<file path="config.mk">
export PLATFORM = sky130hd
export DESIGN_NAME = spov_scale
export DESIGN_NICKNAME = d
export VERILOG_FILES = /design/src/sv/spov_pkg.sv /design/src/sv/spov_scale.sv
export SDC_FILE = /design/constraint.sdc
export NUM_CORES = 2
export LEC_CHECK = 0
export BUFFER_PORTS_ARGS = -buffer_cell sky130_fd_sc_hd__buf_4
export CAP_MARGIN = 20
export CORE_ASPECT_RATIO = 0.5
export CORE_UTILIZATION = 45
export DETAILED_ROUTE_END_ITERATION = 7
export MAX_ROUTING_LAYER = met4
export PLACE_DENSITY = 0.64
export SETUP_SLACK_MARGIN = 0.02
export SLEW_MARGIN = 20
export SYNTH_ARGS = -nofsm -noshare
export SYNTH_HDL_FRONTEND = slang
export SYNTH_SLANG_ARGS = --single-unit
</file>
<file path="constraint.sdc">
create_clock -name aclk -period 7 [get_ports aclk]
set_input_delay 0.7 -clock aclk [delete_from_list [all_inputs] [get_ports aclk]]
set_output_delay 0.7 -clock aclk [all_outputs]
set_load 0.05 [all_outputs]
</file>
<file path="src/sv/spov_pkg.sv">
package spov_pkg;

    // Pi with 61 fraction bits, and (4/3)*pi with 40 fraction bits.
    localparam logic [63:0] PI_Q61 = 64'h6487ED5110B4611A;
    localparam logic [42:0] SPH_K = 43'((PI_Q61 >> 19) / 3);
    localparam logic [47:0] VOL_MAX = 48'hFFFF_FFFF_FFFF;

    typedef enum logic [1:0] {
        CASE_DISJOINT  = 2'd0,
        CASE_CONTAINED = 2'd1,
        CASE_LENS      = 2'd2
    } case_t;

    typedef struct packed {
        logic signed [23:0] first_center_x;
        logic signed [23:0] first_center_y;
        logic signed [23:0] first_center_z;
        logic [22:0]        first_radius;
        logic signed [23:0] second_center_x;
        logic signed [23:0] second_center_y;
        logic signed [23:0] second_center_z;
        logic [22:0]        second_radius;
    } in_t;

    typedef struct packed {
        case_t       kase;
        logic [23:0] s;
        logic [22:0] g;
        logic [22:0] rmin;
        logic [47:0] d2;
    } front_t;

    typedef struct packed {
        case_t       kase;
        logic [23:0] s;
        logic [22:0] g;
        logic [47:0] vol_sph;
        logic [47:0] d2;
    } geom_t;

    typedef struct packed {
        case_t       kase;
        logic [23:0] s;
        logic [22:0] g;
        logic [47:0] vol_sph;
        logic [23:0] d;
    } root_t;

    typedef struct packed {
        case_t       kase;
        logic [47:0] vol_sph;
        logic [97:0] n;
        logic [35:0] dv;
    } lens_t;

    typedef struct packed {
        case_t       kase;
        logic [47:0] vol_sph;
        logic        ovf;
        logic [63:0] q;
    } quot_t;

    typedef struct packed {
        logic [47:0] overlap_volume;
        case_t       overlap_case;
    } res_t;

endpackage

</file>
<file path="src/sv/spov_scale.sv">
module spov_scale
    import spov_pkg::*;
(
    input  logic  aclk,
    input  logic  aresetn,
    input  logic  en,
    input  logic  valid_i,
    input  quot_t data_i,
    output logic  valid_o,
    output res_t  data_o
);

    typedef struct packed {
        case_t       kase;
        logic [47:0] vol_sph;
        logic        ovf;
    } carry_t;

    logic         v_reg [3];
    carry_t       c_reg [2];
    logic [63:0]  pp_ll_reg, pp_lh_reg, pp_hl_reg, pp_hh_reg;
    logic [50:0]  vol_reg;
    res_t         out_reg;

    logic [127:0] sum_w;

    assign sum_w = {pp_hh_reg, 64'b0} + 128'({pp_hl_reg, 32'b0})
                 + 128'({pp_lh_reg, 32'b0}) + 128'(pp_ll_reg);

    always_ff @(posedge aclk) begin
        if (!aresetn) begin
            for (int i = 0; i < 3; i++) v_reg[i] <= 1'b0;
        end else if (en) begin
            v_reg[0] <= valid_i;
            for (int i = 1; i < 3; i++) v_reg[i] <= v_reg[i-1];
        end
    end

    always_ff @(posedge aclk) begin
        if (en) begin
            pp_ll_reg        <= data_i.q[31:0] * PI_Q61[31:0];
            pp_lh_reg        <= data_i.q[31:0] * PI_Q61[63:32];
            pp_hl_reg        <= data_i.q[63:32] * PI_Q61[31:0];
            pp_hh_reg        <= data_i.q[63:32] * PI_Q61[63:32];
            c_reg[0].kase    <= data_i.kase;
            c_reg[0].vol_sph <= data_i.vol_sph;
            c_reg[0].ovf     <= data_i.ovf;

            vol_reg  <= sum_w[127:77];
            c_reg[1] <= c_reg[0];

            out_reg.overlap_case <= c_reg[1].kase;
            unique case (c_reg[1].kase)
                CASE_CONTAINED: out_reg.overlap_volume <= c_reg[1].vol_sph;
                CASE_LENS: begin
                    if (c_reg[1].ovf || vol_reg[50:48] != 3'b000) begin
                        out_reg.overlap_volume <= VOL_MAX;
                    end else begin
                        out_reg.overlap_volume <= vol_reg[47:0];
                    end
                end
                default: out_reg.overlap_volume <= '0;
            endcase
        end
    end

    assign valid_o = v_reg[2];
    assign data_o  = out_reg;

endmodule

</file>
==> impl_metrics.py <==
metrics = {
    "run_status": {
        "outcome": "completed",
    },
    "synthesis": {
        "netlist_top_cells_count": "inv_1, ha_1, fa_1",
        "synth_ff_type": "edfxtp_1",
        "synthMostInstantiatedCell": "inv_1",
        "synth_warnings": 0,
        "synth_edf_count": 419,
        "synth_top_cells_by_area": "fa_1, ha_1, edfxtp_1",
        "async_reset_ff_share_pct": 0,
        "syn_nets": 9332,
        "avgSynthCellArea_um2": 10.9,
        "synth_area_leader_cell": "fa_1",
        "ys_seq_area_share_pct": 17.4,
        "ys_seq_elements": 419,
        "synth_cell_types": 92,
        "netlist_area_um2": 72200,
        "synth_top_area_share_pct": 33.3,
        "netlist_instances": 6625,
    },
    "placed_design": {
        "hpwlAfterDp_um": 187000,
        "pre_cts_slack_ns": -0.846,
        "portBuffers": 169,
        "place_congestion": 1.02,
    },
    "global_routing": {
        "grt.met3_usage_pct": 3.46,
        "antenna_found_initial": 0,
        "grt_max_degree": 176,
        "use_met2_pct": 42.4,
        "grt_usage_pct": 27.3,
        "grt_overflow_total": 0,
        "grt_pass1_vias": 52900,
        "met1_usage_pct": 37.7,
        "grt-busiest-layer": "met2",
        "grt_pass1_wl_um": 322000,
    },
    "setup_path": {
        "cp-start-kind": "input port",
        "crit_fanout": 4,
        "slowest_stage": "fa_1",
        "crit_type": "input port to register",
        "endpoint_kind": "register",
        "crit_required_ns": 7.35,
        "crit_arrival_ns": 7.26,
        "timing.critical_path.mode_cell": "fa_1",
        "critical-path-max-stage-delay_ns": 0.61,
    },
    "timing": {
        "rsz0062_at_grt": "true",
        "worstMarginPinSlew_ns": 1.12,
        "finalSetupViolCount": 0,
        "fin_crit_ns": 6.92,
        "finalCritPeriodShare_pct": 98.8,
        "slew_viol_final": 0,
        "max_clock_freq_mhz": 145,
        "fin_ws_ns": 0.0829,
        "max-slew-margin-rel_pct": 25.1,
        "hold_violations": 0,
        "clock_skew_ns": 0.0252,
    },
    "cts": {
        "insertion_delay_ns": 0.61,
        "clock-sinks": 419,
        "path_clk_slew_ns": 0.07,
        "clockRootBuffer": "clkbuf_16",
        "cts_tree": "done",
        "cts_buffers": 44,
        "htree_levels": 2,
        "cts_max_path_buffers": 3,
    },
    "detailed_routing": {
        "via_per_inst": 5.15,
        "drt_iter0_markers": 3514,
        "dr.pass1.iters": 5,
        "drc_errors": 0,
        "avgRoutedWirePerCell_um": 21.5,
        "wirelength_um": 210000,
        "ant_nets": 0,
        "via_count": 50200,
    },
    "final_layout": {
        "drive_gt1_share_pct": 16.0,
        "area_delta_synth_final_pct": 16.9,
        "largest_reg_flops": 102,
        "nets": 10300,
    },
    "floorplanning": {
        "initial_core_util_pct": 45.5,
        "core_area_um2": 159000,
        "rows": 103,
        "die_y_um": 285,
        "dieArea_um2": 162000,
        "die_w_um": 568,
        "ios": 170,
    },
    "run": {
        "drv_cap": 0,
    },
    "worst_hold_path": {
        "hp-class": "input port to register",
    },
}
## metrics by stage
stage                     instances  area [um2]  hold slack, ns  util, %  setup TNS, ns
final                          9747       84400           0.276     53.2              0
after global routing           9746       84400           0.252     53.2     -0.0000893
after floorplan                6625       72200           0.400        -              0
after detailed placement       9659       82200           0.405     51.9         -34.37
after global placement         9659       82200           0.400     51.9         -31.68
after CTS                      9740       83700           0.242     52.8              0
## placed cells by master (no fill, tap or decap), drive strengths merged, types with 155 or more instances in the layout
cell type     n
xnor2       155
a21o        157
inv        1732
o21ai       185
fa         1200
buf        1003
ha         1388
edfxtp      419
a21oi       308
nand2       207
## critical path: cells and delay by family
kind	cells	cell delay [ns]
adder cells (fa/ha/maj)	9	3.73
buffers and inverters	7	0.82
AND/OR/NAND/NOR	2	0.56
AO/OA/AOI/OAI	6	1.30
XOR/XNOR	1	0.14
## final cells by class
type	instances	area [um2]
clock inverter	29	333
sequential	419	12600
multi-input combinational	4412	53500
clock buffer	52	1170
antenna	1	2.50
fill	14200	74100
tap	2100	2630
timing repair buffer	1003	7700
inverter	1731	6500
## final timing paths
path	from	endpoint	slack, ns	cells past startpoint
max	data_i[40]	pp_hh_reg[56]$_DFFE_PP_	0.08	25
min	data_i[64]	c_reg[0][0]$_DFFE_PP_	0.28	1
max reg2reg	pp_lh_reg[21]$_DFFE_PP_	vol_reg[45]$_DFFE_PP_	2.27	11
min reg2reg	c_reg[0][26]$_DFFE_PP_	c_reg[0][77]$_DFFE_PP_	0.42	0
## metal layers
| metal | up-vias | share of wire (%) |
|---|---|---|
| met1 | 25100 | 46 |
| met2 | 1255 | 46 |
| met4 | 0 | 3.2 |
| met5 | - | 0 |
| li1 | 23500 | - |
| met3 | 285 | 5.3 |
## cell families after synthesis
| logic type | Yosys count | share of synthesized area (%) |
|---|---|---|
| buf+inv | 1794 | 9.34 |
| mux | 3 | 0.0451 |
| fa+ha+maj | 2588 | 57.3 |
| compound gates | 907 | 8.07 |
| flops | 419 | 17.4 |
| xor+xnor | 275 | 3.34 |
| simple gates | 639 | 4.44 |
## what timing repair did
action / CTS / global route
gates resized for setup: 4 / 106
pin swaps: 1 / 50
endpoints found under the setup margin: 15 / 48
buffers inserted: 0 / 5
hold buffers: 0 / 0
Power is left out: the tool's default activity adds up to more than one toggle a clock period on the data nets, which glitch-free logic cannot reach.
